$ cat config.mk
export PLATFORM = sky130hd
export DESIGN_NAME = spike_packet_sync_parser_top
export DESIGN_NICKNAME = d
export VERILOG_FILES = /design/src/hdl/spp_pkg.sv /design/src/hdl/spp_ctrl.sv /design/src/hdl/spp_dp.sv /design/src/hdl/spike_packet_sync_parser_top.sv
export SDC_FILE = /design/constraint.sdc
export NUM_CORES = 2
export LEC_CHECK = 0
export BUFFER_PORTS_ARGS = -buffer_cell sky130_fd_sc_hd__buf_2
export CORE_MARGIN = 1
export CORE_UTILIZATION = 69
export CTS_CLUSTER_SIZE = 40
export DETAILED_ROUTE_END_ITERATION = 10
export GPL_TIMING_DRIVEN = 0
export PLACE_DENSITY = 0.95
export SLEW_MARGIN = 0
export SYNTH_ARGS = -nofsm -noshare
export SYNTH_HDL_FRONTEND = slang
export SYNTH_SLANG_ARGS = --single-unit
$ cat constraint.sdc
create_clock -name i_clk -period 17.8 [get_ports i_clk]
set_input_delay 2.67 -clock i_clk [delete_from_list [all_inputs] [get_ports i_clk]]
set_output_delay 2.67 -clock i_clk [all_outputs]
set_load 0.02 [all_outputs]
$ cat src/hdl/spp_pkg.sv
// spike packet sync parser: shared types and constants
// used by spp_ctrl, spp_dp, spp_checker and the top level
package spp_pkg;

    localparam logic [1:0] REQ_PKT   = 2'd0;
    localparam logic [1:0] REQ_TICK  = 2'd1;
    localparam logic [1:0] REQ_DRAIN = 2'd2;

    localparam logic [2:0] KIND_SPIKE  = 3'd0;
    localparam logic [2:0] KIND_HEADER = 3'd1;
    localparam logic [2:0] KIND_TIME   = 3'd2;
    localparam logic [2:0] KIND_BADLEN = 3'd3;
    localparam logic [2:0] KIND_XERR   = 3'd4;
    localparam logic [2:0] KIND_YERR   = 3'd5;

    localparam logic [1:0] CFG_GRID_WIDTH  = 2'd0;
    localparam logic [1:0] CFG_GRID_LENGTH = 2'd1;
    localparam logic [1:0] CFG_MAX_DELAY   = 2'd2;

    localparam int WRAP_GAP     = 30000;
    localparam int TIME_CAP     = 500000;
    localparam int SILENT_LIMIT = 10;
    localparam int RECIP_TEN    = 52429;
    localparam int DIV_STEPS    = 32;
    localparam int DIV_CNT_W    = $clog2(DIV_STEPS);

    typedef struct packed {
        logic accept;
        logic div_step;
        logic mul_step;
        logic fin_div;
        logic fin_tick;
    } t_cmd;

    typedef struct packed {
        logic need_div;
        logic need_mul;
        logic out_free;
    } t_sts;

endpackage

$ cat src/hdl/spp_ctrl.sv
// spike packet sync parser: sequencing state machine
// depends on spp_pkg; drives commands into spp_dp
module spp_ctrl (
    input  logic           i_clk,
    input  logic           i_rst_n,
    input  logic           i_in_valid,
    input  spp_pkg::t_sts  i_sts,
    output logic           o_in_stall,
    output spp_pkg::t_cmd  o_cmd
);

    localparam logic [1:0] S_IDLE = 2'd0;
    localparam logic [1:0] S_DIV  = 2'd1;
    localparam logic [1:0] S_MUL  = 2'd2;
    localparam logic [1:0] S_FIN  = 2'd3;

    logic [1:0]                    r_state, n_state;
    logic [spp_pkg::DIV_CNT_W-1:0] r_cnt, n_cnt;
    logic                          r_is_div, n_is_div;

    always_comb begin
        n_state    = r_state;
        n_cnt      = r_cnt;
        n_is_div   = r_is_div;
        o_cmd      = '0;
        o_in_stall = 1'b1;
        case (r_state)
            S_IDLE: begin
                o_in_stall = !i_sts.out_free;
                if (i_in_valid && i_sts.out_free) begin
                    o_cmd.accept = 1'b1;
                    if (i_sts.need_div) begin
                        n_state  = S_DIV;
                        n_cnt    = '0;
                        n_is_div = 1'b1;
                    end else if (i_sts.need_mul) begin
                        n_state  = S_MUL;
                        n_is_div = 1'b0;
                    end
                end
            end
            S_DIV: begin
                o_cmd.div_step = 1'b1;
                n_cnt = r_cnt + 1'b1;
                if (r_cnt == spp_pkg::DIV_CNT_W'(spp_pkg::DIV_STEPS - 1)) begin
                    n_state = S_FIN;
                end
            end
            S_MUL: begin
                o_cmd.mul_step = 1'b1;
                n_state = S_FIN;
            end
            S_FIN: begin
                if (i_sts.out_free) begin
                    o_cmd.fin_div  = r_is_div;
                    o_cmd.fin_tick = !r_is_div;
                    n_state = S_IDLE;
                end
            end
            default: begin
                n_state = S_IDLE;
            end
        endcase
    end

    always_ff @(posedge i_clk) begin
        if (!i_rst_n) begin
            r_state  <= S_IDLE;
            r_cnt    <= '0;
            r_is_div <= 1'b0;
        end else begin
            r_state  <= n_state;
            r_cnt    <= n_cnt;
            r_is_div <= n_is_div;
        end
    end

endmodule

$ cat src/hdl/spp_dp.sv
// spike packet sync parser: datapath with parser state, divider,
// multiplier, config registers and output register; depends on spp_pkg
module spp_dp #(
    parameter int SPIKE_CAPACITY = 4096
) (
    input  logic           i_clk,
    input  logic           i_rst_n,
    input  spp_pkg::t_cmd  i_cmd,
    output spp_pkg::t_sts  o_sts,
    input  logic           i_cfg_valid,
    input  logic [1:0]     i_cfg_index,
    input  logic [12:0]    i_cfg_data,
    input  logic [1:0]     i_req_type,
    input  logic [7:0]     i_data_byte,
    input  logic           i_first_byte,
    input  logic [15:0]    i_packet_len,
    input  logic [31:0]    i_arrival_us,
    input  logic           i_out_stall,
    output logic           o_out_valid,
    output logic [2:0]     o_result_kind,
    output logic [11:0]    o_spike_index,
    output logic [7:0]     o_spike_x,
    output logic [7:0]     o_spike_y,
    output logic [12:0]    o_spike_delay,
    output logic           o_sync_delay_flag,
    output logic [14:0]    o_step_count,
    output logic [14:0]    o_step_advance,
    output logic           o_buffer_was_reset,
    output logic [31:0]    o_compute_time_us
);

    localparam int TW = $clog2(SPIKE_CAPACITY + 1);

    logic [7:0]    r_grid_w, r_grid_l;
    logic [12:0]   r_max_delay;
    logic          r_running, r_first, r_step_acc, r_reset_pend;
    logic [14:0]   r_last_step;
    logic [31:0]   r_last_time, r_step_time, r_ptime;
    logic [19:0]   r_silent;
    logic [TW-1:0] r_total;
    logic [15:0]   r_byte_pos, r_bytes;
    logic [7:0]    r_header_low, r_rec_x, r_rec_y, r_rec_lsb;

    logic [31:0]   r_quo;
    logic [14:0]   r_rem, r_den;
    logic [38:0]   r_prod;
    logic          r_ovf;
    logic          r_h_flag, r_h_rst;
    logic [14:0]   r_h_step, r_h_adv;

    logic          r_out_valid;
    logic [2:0]    r_kind;
    logic [11:0]   r_idx;
    logic [7:0]    r_x, r_y;
    logic [12:0]   r_delay;
    logic          r_flag, r_bwr;
    logic [14:0]   r_step, r_adv;
    logic [31:0]   r_ctime;

    logic [14:0]   hdr_step, ls, diff, adv;
    logic [31:0]   lt;
    logic          pos_open, is_pkt, hdr_now, rec_now;
    logic [1:0]    off;
    logic [19:0]   sil_next;
    logic [15:0]   len_m2;
    logic          over;
    logic [31:0]   dprod;
    logic [12:0]   delay_q, delay_out;
    logic [TW:0]   tot_inc;
    logic [TW-1:0] tot_next;
    logic [15:0]   trial, r2, den16;
    logic          ge, up;
    logic [31:0]   rounded, tick_time;
    logic          load_out;

    logic          imm_ld;
    logic [2:0]    imm_kind;
    logic [11:0]   imm_idx;
    logic [7:0]    imm_x, imm_y;
    logic [12:0]   imm_delay;
    logic          imm_flag, imm_bwr;
    logic [14:0]   imm_step;
    logic [31:0]   imm_ctime;

    assign hdr_step = {i_data_byte, r_header_low[7:1]};
    assign ls       = r_first ? hdr_step : r_last_step;
    assign lt       = r_first ? r_ptime : r_last_time;
    assign diff     = hdr_step - ls;
    assign adv      = ((hdr_step > ls) || ((ls - hdr_step) > 15'(spp_pkg::WRAP_GAP)))
                      ? diff : 15'd0;
    assign pos_open = (r_byte_pos != 16'd0) && (r_byte_pos < r_bytes);
    assign is_pkt   = (i_req_type == spp_pkg::REQ_PKT) && r_running;
    assign hdr_now  = is_pkt && !i_first_byte && pos_open && (r_byte_pos == 16'd1);
    assign rec_now  = is_pkt && !i_first_byte && pos_open && (r_byte_pos != 16'd1);
    assign off      = r_byte_pos[1:0] ^ 2'b10;
    assign sil_next = (&r_silent) ? r_silent : r_silent + 20'd1;
    assign len_m2   = i_packet_len - 16'd2;
    assign over     = (17'(r_total) + 17'(len_m2[15:2])) > 17'(SPIKE_CAPACITY);
    assign dprod    = 32'({i_data_byte, r_rec_lsb}) * 32'(spp_pkg::RECIP_TEN);
    assign delay_q  = dprod[31:19];
    assign delay_out = (delay_q > r_max_delay) ? 13'd0 : delay_q;
    assign tot_inc  = {1'b0, r_total} + 1'b1;
    assign tot_next = (tot_inc >= (TW+1)'(SPIKE_CAPACITY)) ? '0 : tot_inc[TW-1:0];

    assign trial   = {r_rem, r_quo[31]};
    assign ge      = trial >= {1'b0, r_den};
    assign r2      = {r_rem, 1'b0};
    assign den16   = {1'b0, r_den};
    assign up      = (r2 > den16) || ((r2 == den16) && r_quo[0]);
    assign rounded = r_quo + 32'(up);
    assign tick_time = (r_ovf || (r_prod >= 39'(spp_pkg::TIME_CAP)))
                       ? 32'(spp_pkg::TIME_CAP) : r_prod[31:0];

    assign o_sts.need_div = hdr_now && (adv != 15'd0);
    assign o_sts.need_mul = (i_req_type == spp_pkg::REQ_TICK)
                            && (sil_next > 20'(spp_pkg::SILENT_LIMIT));
    assign o_sts.out_free = !r_out_valid || !i_out_stall;

    always_comb begin
        imm_ld    = 1'b0;
        imm_kind  = spp_pkg::KIND_SPIKE;
        imm_idx   = '0;
        imm_x     = '0;
        imm_y     = '0;
        imm_delay = '0;
        imm_flag  = 1'b0;
        imm_bwr   = 1'b0;
        imm_step  = '0;
        imm_ctime = '0;
        case (i_req_type)
            spp_pkg::REQ_PKT: begin
                if (is_pkt && i_first_byte) begin
                    if ((i_packet_len >= 16'd2) && (i_packet_len[1:0] != 2'b10)) begin
                        imm_ld   = 1'b1;
                        imm_kind = spp_pkg::KIND_BADLEN;
                    end
                end else if (hdr_now && (adv == 15'd0)) begin
                    imm_ld    = 1'b1;
                    imm_kind  = spp_pkg::KIND_HEADER;
                    imm_flag  = r_header_low[0];
                    imm_step  = hdr_step;
                    imm_bwr   = r_reset_pend;
                    imm_ctime = r_step_time;
                end else if (rec_now && r_step_acc) begin
                    if (off == 2'd0 && i_data_byte > r_grid_w) begin
                        imm_ld   = 1'b1;
                        imm_kind = spp_pkg::KIND_XERR;
                        imm_x    = i_data_byte;
                    end else if (off == 2'd1 && i_data_byte > r_grid_l) begin
                        imm_ld   = 1'b1;
                        imm_kind = spp_pkg::KIND_YERR;
                        imm_y    = i_data_byte;
                    end else if (off == 2'd3) begin
                        imm_ld    = 1'b1;
                        imm_kind  = spp_pkg::KIND_SPIKE;
                        imm_idx   = 12'(r_total);
                        imm_x     = r_rec_x;
                        imm_y     = r_rec_y;
                        imm_delay = delay_out;
                    end
                end
            end
            spp_pkg::REQ_TICK: begin
                if (!o_sts.need_mul) begin
                    imm_ld    = 1'b1;
                    imm_kind  = spp_pkg::KIND_TIME;
                    imm_ctime = r_step_time;
                end
            end
            default: begin
                imm_ld = 1'b0;
            end
        endcase
    end

    assign load_out = (i_cmd.accept && imm_ld) || i_cmd.fin_div || i_cmd.fin_tick;

    always_ff @(posedge i_clk) begin
        if (!i_rst_n) begin
            r_grid_w     <= 8'd255;
            r_grid_l     <= 8'd255;
            r_max_delay  <= 13'd250;
            r_running    <= 1'b1;
            r_first      <= 1'b1;
            r_step_acc   <= 1'b0;
            r_reset_pend <= 1'b0;
            r_last_step  <= '0;
            r_last_time  <= '0;
            r_step_time  <= '0;
            r_ptime      <= '0;
            r_silent     <= '0;
            r_total      <= '0;
            r_byte_pos   <= '0;
            r_bytes      <= '0;
            r_header_low <= '0;
            r_rec_x      <= '0;
            r_rec_y      <= '0;
            r_rec_lsb    <= '0;
            r_out_valid  <= 1'b0;
        end else begin
            if (load_out) begin
                r_out_valid <= 1'b1;
            end else if (!i_out_stall) begin
                r_out_valid <= 1'b0;
            end
            if (i_cfg_valid) begin
                case (i_cfg_index)
                    spp_pkg::CFG_GRID_WIDTH:  r_grid_w    <= i_cfg_data[7:0];
                    spp_pkg::CFG_GRID_LENGTH: r_grid_l    <= i_cfg_data[7:0];
                    spp_pkg::CFG_MAX_DELAY:   r_max_delay <= i_cfg_data;
                    default: begin
                    end
                endcase
            end
            if (i_cmd.fin_div) begin
                r_step_time <= rounded;
            end
            if (i_cmd.accept) begin
                case (i_req_type)
                    spp_pkg::REQ_PKT: begin
                        if (is_pkt && i_first_byte) begin
                            r_bytes      <= i_packet_len;
                            r_ptime      <= i_arrival_us;
                            r_header_low <= i_data_byte;
                            r_byte_pos   <= 16'd1;
                            r_step_acc   <= 1'b0;
                            r_reset_pend <= 1'b0;
                            if (i_packet_len < 16'd2) begin
                                r_byte_pos <= '0;
                                r_bytes    <= '0;
                            end else begin
                                r_silent <= '0;
                                if (i_packet_len[1:0] != 2'b10) begin
                                    r_running <= 1'b0;
                                end else if (over) begin
                                    r_total      <= '0;
                                    r_reset_pend <= 1'b1;
                                end
                            end
                        end else if (hdr_now) begin
                            r_byte_pos   <= 16'd2;
                            r_first      <= 1'b0;
                            r_last_step  <= hdr_step;
                            r_step_acc   <= (adv != 15'd0);
                            r_reset_pend <= 1'b0;
                            r_last_time  <= (adv != 15'd0) ? r_ptime : lt;
                        end else if (rec_now) begin
                            r_byte_pos <= r_byte_pos + 16'd1;
                            if (r_step_acc) begin
                                case (off)
                                    2'd0: begin
                                        if (i_data_byte > r_grid_w) begin
                                            r_running <= 1'b0;
                                        end else begin
                                            r_rec_x <= i_data_byte;
                                        end
                                    end
                                    2'd1: begin
                                        if (i_data_byte > r_grid_l) begin
                                            r_running <= 1'b0;
                                        end else begin
                                            r_rec_y <= i_data_byte;
                                        end
                                    end
                                    2'd2: r_rec_lsb <= i_data_byte;
                                    default: r_total <= tot_next;
                                endcase
                            end
                        end
                    end
                    spp_pkg::REQ_TICK: begin
                        r_silent <= sil_next;
                    end
                    spp_pkg::REQ_DRAIN: begin
                        r_total <= '0;
                    end
                    default: begin
                    end
                endcase
            end
        end
    end

    always_ff @(posedge i_clk) begin
        if (i_cmd.accept && o_sts.need_div) begin
            r_quo    <= r_ptime - lt;
            r_rem    <= '0;
            r_den    <= adv;
            r_h_flag <= r_header_low[0];
            r_h_step <= hdr_step;
            r_h_adv  <= adv;
            r_h_rst  <= r_reset_pend;
        end else if (i_cmd.div_step) begin
            r_rem <= ge ? 15'(trial - den16) : trial[14:0];
            r_quo <= {r_quo[30:0], ge};
        end
        if (i_cmd.mul_step) begin
            r_prod <= 39'(r_silent) * 39'(r_step_time[18:0]);
            r_ovf  <= |r_step_time[31:19];
        end
        if (i_cmd.accept && imm_ld) begin
            r_kind  <= imm_kind;
            r_idx   <= imm_idx;
            r_x     <= imm_x;
            r_y     <= imm_y;
            r_delay <= imm_delay;
            r_flag  <= imm_flag;
            r_step  <= imm_step;
            r_adv   <= '0;
            r_bwr   <= imm_bwr;
            r_ctime <= imm_ctime;
        end else if (i_cmd.fin_div || i_cmd.fin_tick) begin
            r_kind  <= i_cmd.fin_div ? spp_pkg::KIND_HEADER : spp_pkg::KIND_TIME;
            r_idx   <= '0;
            r_x     <= '0;
            r_y     <= '0;
            r_delay <= '0;
            r_flag  <= i_cmd.fin_div & r_h_flag;
            r_step  <= i_cmd.fin_div ? r_h_step : 15'd0;
            r_adv   <= i_cmd.fin_div ? r_h_adv : 15'd0;
            r_bwr   <= i_cmd.fin_div & r_h_rst;
            r_ctime <= i_cmd.fin_div ? rounded : tick_time;
        end
    end

    assign o_out_valid        = r_out_valid;
    assign o_result_kind      = r_kind;
    assign o_spike_index      = r_idx;
    assign o_spike_x          = r_x;
    assign o_spike_y          = r_y;
    assign o_spike_delay      = r_delay;
    assign o_sync_delay_flag  = r_flag;
    assign o_step_count       = r_step;
    assign o_step_advance     = r_adv;
    assign o_buffer_was_reset = r_bwr;
    assign o_compute_time_us  = r_ctime;

endmodule

$ cat src/hdl/spike_packet_sync_parser_top.sv
// spike packet sync parser: top level, joins spp_ctrl and spp_dp
// depends on spp_pkg, spp_ctrl, spp_dp
//
//   channel   direction   handshake                   payload
//   in        sink        i_in_valid / o_in_stall     req_type .. arrival_us
//   out       source      o_out_valid / i_out_stall   result_kind .. compute_time_us
//   cfg       sink        i_cfg_valid / o_cfg_ready   i_cfg_index, i_cfg_data
//
// most items are handled straight from idle; a header that advances the step
// runs a 32-step restoring divider plus rounding, a tick past the silent limit
// runs one registered multiply; the output register holds one result
// while it is stalled no new item is taken; synchronous active-low reset
module spike_packet_sync_parser_top #(
    parameter int SPIKE_CAPACITY = 4096
) (
    input  logic        i_clk,
    input  logic        i_rst_n,
    input  logic        i_in_valid,
    output logic        o_in_stall,
    input  logic [1:0]  i_req_type,
    input  logic [7:0]  i_data_byte,
    input  logic        i_first_byte,
    input  logic [15:0] i_packet_len,
    input  logic [31:0] i_arrival_us,
    output logic        o_out_valid,
    input  logic        i_out_stall,
    output logic [2:0]  o_result_kind,
    output logic [11:0] o_spike_index,
    output logic [7:0]  o_spike_x,
    output logic [7:0]  o_spike_y,
    output logic [12:0] o_spike_delay,
    output logic        o_sync_delay_flag,
    output logic [14:0] o_step_count,
    output logic [14:0] o_step_advance,
    output logic        o_buffer_was_reset,
    output logic [31:0] o_compute_time_us,
    input  logic        i_cfg_valid,
    output logic        o_cfg_ready,
    input  logic [1:0]  i_cfg_index,
    input  logic [12:0] i_cfg_data
);

    spp_pkg::t_cmd cmd;
    spp_pkg::t_sts sts;

    assign o_cfg_ready = 1'b1;

    spp_ctrl u_ctrl (
        .i_clk      (i_clk),
        .i_rst_n    (i_rst_n),
        .i_in_valid (i_in_valid),
        .i_sts      (sts),
        .o_in_stall (o_in_stall),
        .o_cmd      (cmd)
    );

    spp_dp #(
        .SPIKE_CAPACITY (SPIKE_CAPACITY)
    ) u_dp (
        .i_clk              (i_clk),
        .i_rst_n            (i_rst_n),
        .i_cmd              (cmd),
        .o_sts              (sts),
        .i_cfg_valid        (i_cfg_valid),
        .i_cfg_index        (i_cfg_index),
        .i_cfg_data         (i_cfg_data),
        .i_req_type         (i_req_type),
        .i_data_byte        (i_data_byte),
        .i_first_byte       (i_first_byte),
        .i_packet_len       (i_packet_len),
        .i_arrival_us       (i_arrival_us),
        .i_out_stall        (i_out_stall),
        .o_out_valid        (o_out_valid),
        .o_result_kind      (o_result_kind),
        .o_spike_index      (o_spike_index),
        .o_spike_x          (o_spike_x),
        .o_spike_y          (o_spike_y),
        .o_spike_delay      (o_spike_delay),
        .o_sync_delay_flag  (o_sync_delay_flag),
        .o_step_count       (o_step_count),
        .o_step_advance     (o_step_advance),
        .o_buffer_was_reset (o_buffer_was_reset),
        .o_compute_time_us  (o_compute_time_us)
    );

endmodule

# == After elaboration in Yosys (flattened, before gate mapping) ==
# Cells that the tools add are included.
# totals
reg_bits,477
latch_bits,0
mem_bits_rw,0
rom_bits,0
inputBits,79
output_inout_bits,111
word_cells,320
mem_count,0
# op_classes
addsub,11
multipliers,2
div_mod_pow,0
order_cmp,14
n_eq_ne,35
n_shift,0
muxes,143
bitwise_logic,7
n_reduce_logical,67
# ops
operator,count
$mux W32,11
$mux W13,19
$mux W15,10
$mux W8,17
$mux W12,9
$mux W16,4
$pmux W32 S2,1
$mux W20,3
$sub A15 B15 Y15,3
$mux W1,43
$pmux W20 S2,1
$ge A39 B19 Y1 const B,1
$mul A20 B19 Y39,1
$add A32 B1 Y32,1
$mul A16 B16 Y32 const B,1
$sub A32 B32 Y32,1
$pmux W13 S2,1
$mux W3,7
$add A20 B1 Y20 const B,1
$gt A20 B4 Y1 const B,1
$mux W2,10
$reduce_and A20 Y1,1
$logic_and A1 B1 Y1,18
$ne A3 B3 Y1 const B,6
49 further kinds,108

# == Longest topological paths before layout ==
# logic_depth
word_depth,14
ltp_mapped,32
ltp_nobuf,30

# == Modules after synthesis ==
# Synthesis repeated with hierarchy kept, for this count alone.
# hier_totals
hier_cells,4794
hier_area_um2,42754.8
# modules_own_cells
module,n_inst,cells_each,area_per_inst_um2,seq_area_each_um2
spp_dp,1,4727,42174.2,11360.9
spp_ctrl,1,65,569.3,160.2
spike_packet_sync_parser_top,1,2,11.3,0.0

# == Worst setup path before layout ==
# Ideal clock, no wire load.
# synth_timing
kind,input to register
startpoint,in i_data_byte[6]
endpoint,"reg u_dp.r_delay[6], in the netlist u_dp.o_spike_delay[6], data pin"
setup_ps,131
arrival_ps,8599
t_required_ps,17669
setup_slack_ps,9069
cell_stages,31
path_buffers,2
path_cell_list,clkbuf_1 -> inv_1 -> ha_1 -> inv_1 -> ha_1 -> inv_1 -> fa_1 -> inv_1 -> fa_1 -> fa_1 -> inv_1 -> fa_1 -> inv_1 -> ha_1 -> a21o_1 -> a21oi_1 -> o21a_1 -> nand2_1 -> and2_1 -> o21a_1 -> nor3_1 -> nor3_1 -> ha_1 -> a21oi_1 -> nor2b_1 -> o21ai_0 -> o211ai_1 -> a221oi_1 -> o21a_1 -> clkbuf_1 -> and2_1
# synth_between
word_cells_on_any_way,31
classes_between,add/sub (2); mul (1); order compare (5); mux (17); reduce/logical (6)
# synth_lines
element,line_no,rtl
"start, declared",spike_packet_sync_parser_top.sv:21,"input logic [7:0] i_data_byte,"
$mul A16 B16 Y32 (*),spp_dp.sv:99,"assign dprod = 32'({i_data_byte, r_rec_lsb}) * 32'(spp_pkg::RECIP_TEN);"
named net u_dp.dprod[25],spp_dp.sv:67,logic [31:0] dprod;
$gt A13 B13 Y1,spp_dp.sv:101,assign delay_out = (delay_q > r_max_delay) ? 13'd0 : delay_q;
$mux W13 (*),spp_dp.sv:101,
$mux W13 (*),spp_dp.sv:153,end else if (off == 2'd3) begin
$mux W13 (*),spp_dp.sv:149,end else if (off == 2'd1 && i_data_byte > r_grid_l) begin
$mux W13 (*),spp_dp.sv:145,if (off == 2'd0 && i_data_byte > r_grid_w) begin
$mux W13 (*),spp_dp.sv:144,end else if (rec_now && r_step_acc) begin
$mux W13 (*),spp_dp.sv:137,end else if (hdr_now && (adv == 15'd0)) begin
$mux W13 (*),spp_dp.sv:132,if (is_pkt && i_first_byte) begin
$mux W13 (*),spp_dp.sv:130,case (i_req_type)
$mux W13 (*),spp_dp.sv:301,if (i_cmd.accept && imm_ld) begin
"end signal, assigned",spp_dp.sv:306,r_delay <= imm_delay;
"end, declared",spp_dp.sv:55,logic [12:0] r_delay;
# Mark *: on every way through the listed nets, which the timed path passes. The rest lies on a longest branch.
# A chain may end at the register's enable or synchronous reset.

# == Worst setup path in the final report ==
# layout_timing
startpoint,in i_data_byte[6]
endpoint,"reg u_dp.r_delay[10], in the netlist u_dp.o_spike_delay[10], data pin"
# layout_between
word_cells_on_any_way,31
classes_between,add/sub (2); mul (1); order compare (5); mux (17); reduce/logical (6)
# layout_lines
element,line_no
$mul A16 B16 Y32,spp_dp.sv:99
named net u_dp.dprod[21],spp_dp.sv:67
$gt A13 B13 Y1,spp_dp.sv:101
$mux W13,spp_dp.sv:101
$mux W13,spp_dp.sv:153
$mux W13,spp_dp.sv:149
$mux W13,spp_dp.sv:145
$mux W13,spp_dp.sv:144
$mux W13,spp_dp.sv:137
$mux W13,spp_dp.sv:132
$mux W13,spp_dp.sv:130
$mux W13,spp_dp.sv:301
# The timed path passes the listed nets, and every way through them passes these cells.

==> results.toml <==
[outcome]
status = "complete, no violations"

[yosys]
synthCells = 4755
synth_top_area_frac = 0.1824
synth_area_um2 = 42710
yosys.area.top_type = "fa_1"
synth_cell_types = 91
synth_top_flop_cell = "dfxtp_1"
synth_edf_count = 197
syn_nets = 5625
yosysSeqAreaShare = 0.2698
async_reset_ff_frac = 0
ys_top_cells_by_area = "fa_1 18%, edfxtp_1 14%, dfxtp_1 13%"
synth_warnings = 0
synth_area_per_cell_um2 = 8.981
synth_seq_cells = 477

[timing]
relSlewSlack = 0.1486
setup_ws_ns = 7.590
min_period_ns = 10.21
grt_setup_unrepaired = "no"
fin_crit_sh = 0.5736
fin_setup_tns_ns = 0
hold_viol_final = 0
slew_violations = 0
tightest_slew_ns = 1.274
fin_skew_ns = 0.02728
setup_viol = 0
fmax_mhz = 97.94

[clocking]
cts_tree = "yes"
cts_setup_buffers = 0
cts_resized = 0
clockBufferDepth = 3
ctsHtreeMaxLevel = 2
clock_latency_ns = 0.64
path_clk_slew_ns = 0.07
cts_hold_buf = 0
numCtsBuffers = 50
cts.sinks = 477
clockRootBuffer = "clkbuf_16"

[worst_setup_path]
rrSetupSlack_ns = 9.37
crit_family = "adder cells"
critPathMaxFanout = 10
cp_slowest_cell = "fa_1"
required_ns = 18.30
path_buf_inv = 9
setup.worst_path.end = "u_dp.o_spike_delay[10]"
crit_type = "primary input to flop"
start_kind = "primary input"
cp-end-kind = "flop"
cpPeakStageDelay_ns = 0.54
r2r-start = "u_dp.r_silent[15]"
cp_num_cells = 32
crit_arrival_ns = 10.71
r2r_end = "u_dp.r_prod[38]"
cpMostUsedCell = "inv_1"
crit_start = "i_data_byte[6]"
worstRegToRegCells = 26

[global_routing]
grt_pass1_wl_mm = 202.9
grt_pass1_vias = 37464
grt_max_degree = 61
grt_antenna_before_repair = 8
grt.total_usage = 0.4179
overflow = 0

[worst_hold_path]
hold_path_startpoint = "u_dp.r_max_delay[12]"
hp-class = "flop to flop"

[die]
start_util = 0.7023
chipHeight_um = 250.8
fp.coreArea_um2 = 60810
rows = 90
die_area_um2 = 62890
die_w_um = 250.8
io_pins = 190

[place]
post-place-cells = 5727
port_buffers = 188
dp_slack_ns = 7.321
place_congestion = 1.060
post-dp-hpwl_mm = 101.2

[detailed_routing]
viasPerCell = 6.461
wl_per_cell_um = 22.54
post-route-drc-count = 0
drt_iter0_markers = 4322
wirelength_mm = 131.4
ant_nets = 0
vias = 37660
first_pass_iters = 6

[power]
p_per_area_nw_per_um2 = 62.74
power.leakage_uw = 0.02169
irDropWorstVdd_uv = 114.6
finalPower_uw = 2918

[final_layout]
multi_input_area_um2 = 27800
layout-drive-gt1-share = 0.07560
fin_nets = 5868
fin_cells = 5829
fillerInstances = 3923
synthToLayoutAreaGrowth_pct = 8.898
register_area_um2 = 11520

[run]
drv_cap = 0
[per-stage QoR]
step	hold WS, ns	util	area (µm²)
final	0.4564	0.7648	46510
after global routing	0.4723	0.7646	46500
after CTS	0.4552	0.7643	46480
after detailed placement	0.4463	0.7349	44690
after global placement	0.4401	0.7339	44630
after floorplan	0.4304	-	42710
[logic make-up (layout without fill, tap and decap cells)]
kind of cell / count (synthesis) / in the layout / synth area share
and+or+nand+nor: 1460 / 1460 / 0.1584
buffers and inverters: 882 / 1167 / 0.07987
AOI/OAI and AO/OA: 852 / 852 / 0.1278
adders and majority gates: 791 / 791 / 0.3001
DFF: 477 / 477 / 0.2698
xor gates and xnor gates: 158 / 158 / 0.03240
muxes: 134 / 134 / 0.03155
other: 1 / 8 / 0.00008781
[tightest hold or removal path, delay by kind of cell (launching register included)]
kind               cells  cell delay, ns
AOI/OAI and AO/OA      1            0.05
DFF                    1            0.31
and+or+nand+nor        1            0.05
[flip-flops by register name, summed over array words and instances, names as in the netlist, 15 cells and up]
register and cells:
u_dp.r_rem 15, u_dp.r_last_step 15, u_dp.r_last_time 32, u_dp.r_quo 32
u_dp.r_silent 20, u_dp.r_step_time 32, u_dp.r_byte_pos 16, u_dp.o_compute_time_us 32
u_dp.r_ptime 32, u_dp.r_den 15, u_dp.r_bytes 16, u_dp.o_step_advance 15
u_dp.o_step_count 15, u_dp.r_h_step 15, u_dp.r_prod 39
[worst min path at each step]
stage / to / slack [ns] / depth (start not counted)
final: u_dp.r_max_delay[12] / 0.46 / 2
after global routing: u_dp.r_max_delay[12] / 0.47 / 2
after CTS: u_dp.r_max_delay[12] / 0.46 / 2
after detailed placement: u_dp.r_max_delay[12] / 0.45 / 2
after global placement: u_dp.r_last_time[0] / 0.44 / 2
after floorplan: u_dp.r_h_flag / 0.43 / 0
[cell type report]
class                   instances  share of cell area
plain buffers                 245             0.02195
inverters                     637             0.05141
clock buffers                  60             0.02949
repair buffers                191             0.02136
multi-input cells            3396              0.5977
flip-flops and latches        477              0.2477
clock inverters                34            0.008959
well taps                     782             0.02104
diodes                          7           0.0003767
[power by group]
part | switching, µW | internal (µW) | leakage (µW) | total, µW
combinational | 389 | 236 | 0.0167 | 625
clock | 509 | 636 | 0.000865 | 1150
sequential | 6.19 | 1140 | 0.00412 | 1150
[placed cells by master (no fill, tap or decap), types with 12 or more instances in the layout]
cell type | Yosys | routed
fa_1 | 389 | 389
a21o_1 | 56 | 56
mux2i_1 | 129 | 129
nor2_1 | 226 | 226
nand2b_1 | 18 | 18
a211oi_1 | 33 | 32
nand3_1 | 87 | 87
buf_1 | 18 | 17
ha_1 | 402 | 401
nor2b_1 | 31 | 31
nand4_1 | 38 | 38
o21ai_0 | 190 | 190
and2_1 | 159 | 159
nor3_1 | 59 | 59
and3_1 | 40 | 40
nor4_1 | 23 | 23
dfxtp_1 | 280 | 280
a21oi_1 | 272 | 272
o211ai_1 | 61 | 61
xnor2_1 | 93 | 93
and4_1 | 15 | 15
buf_2 | 33 | 222
o21bai_1 | 12 | 12
clkbuf_1 | 180 | 184
a31oi_1 | 25 | 25
clkbuf_16 | 0 | 52
a32o_1 | 17 | 17
xor2_1 | 65 | 65
or3_1 | 24 | 24
edfxtp_1 | 197 | 197
nand2_1 | 697 | 696
o21a_1 | 32 | 32
inv_1 | 635 | 635
a22oi_1 | 25 | 25
a21boi_0 | 12 | 12
[synth_stat cells, drive strengths merged, types with 18 or more instances]
| cell | instances |
|---|---|
| nand2 | 697 |
| inv | 637 |
| ha | 402 |
| fa | 389 |
| a21oi | 281 |
| dfxtp | 280 |
| nor2 | 227 |
| edfxtp | 197 |
| o21ai | 197 |
| clkbuf | 182 |
| and2 | 161 |
| mux2i | 129 |
| xnor2 | 93 |
| nand3 | 87 |
| xor2 | 65 |
| buf | 63 |
| nor3 | 61 |
| o211ai | 61 |
| a21o | 56 |
| and3 | 42 |
| nand4 | 39 |
| a211oi | 36 |
| o21a | 32 |
| nor2b | 31 |
| a22oi | 25 |
| a31oi | 25 |
| or3 | 24 |
| nor4 | 23 |
| nand2b | 18 |
[per-layer routing]
metal / wire length, µm / vias up / GRT usage
li1: - / 16380 / -
met1: 48400 / 18175 / 0.5291
met2: 58100 / 2516 / 0.6502
met3: 17300 / 585 / 0.1215
met4: 7553 / 4 / 0.2205
met5: 27 / - / 0
Note: power is estimated with default switching activity, not from simulation.
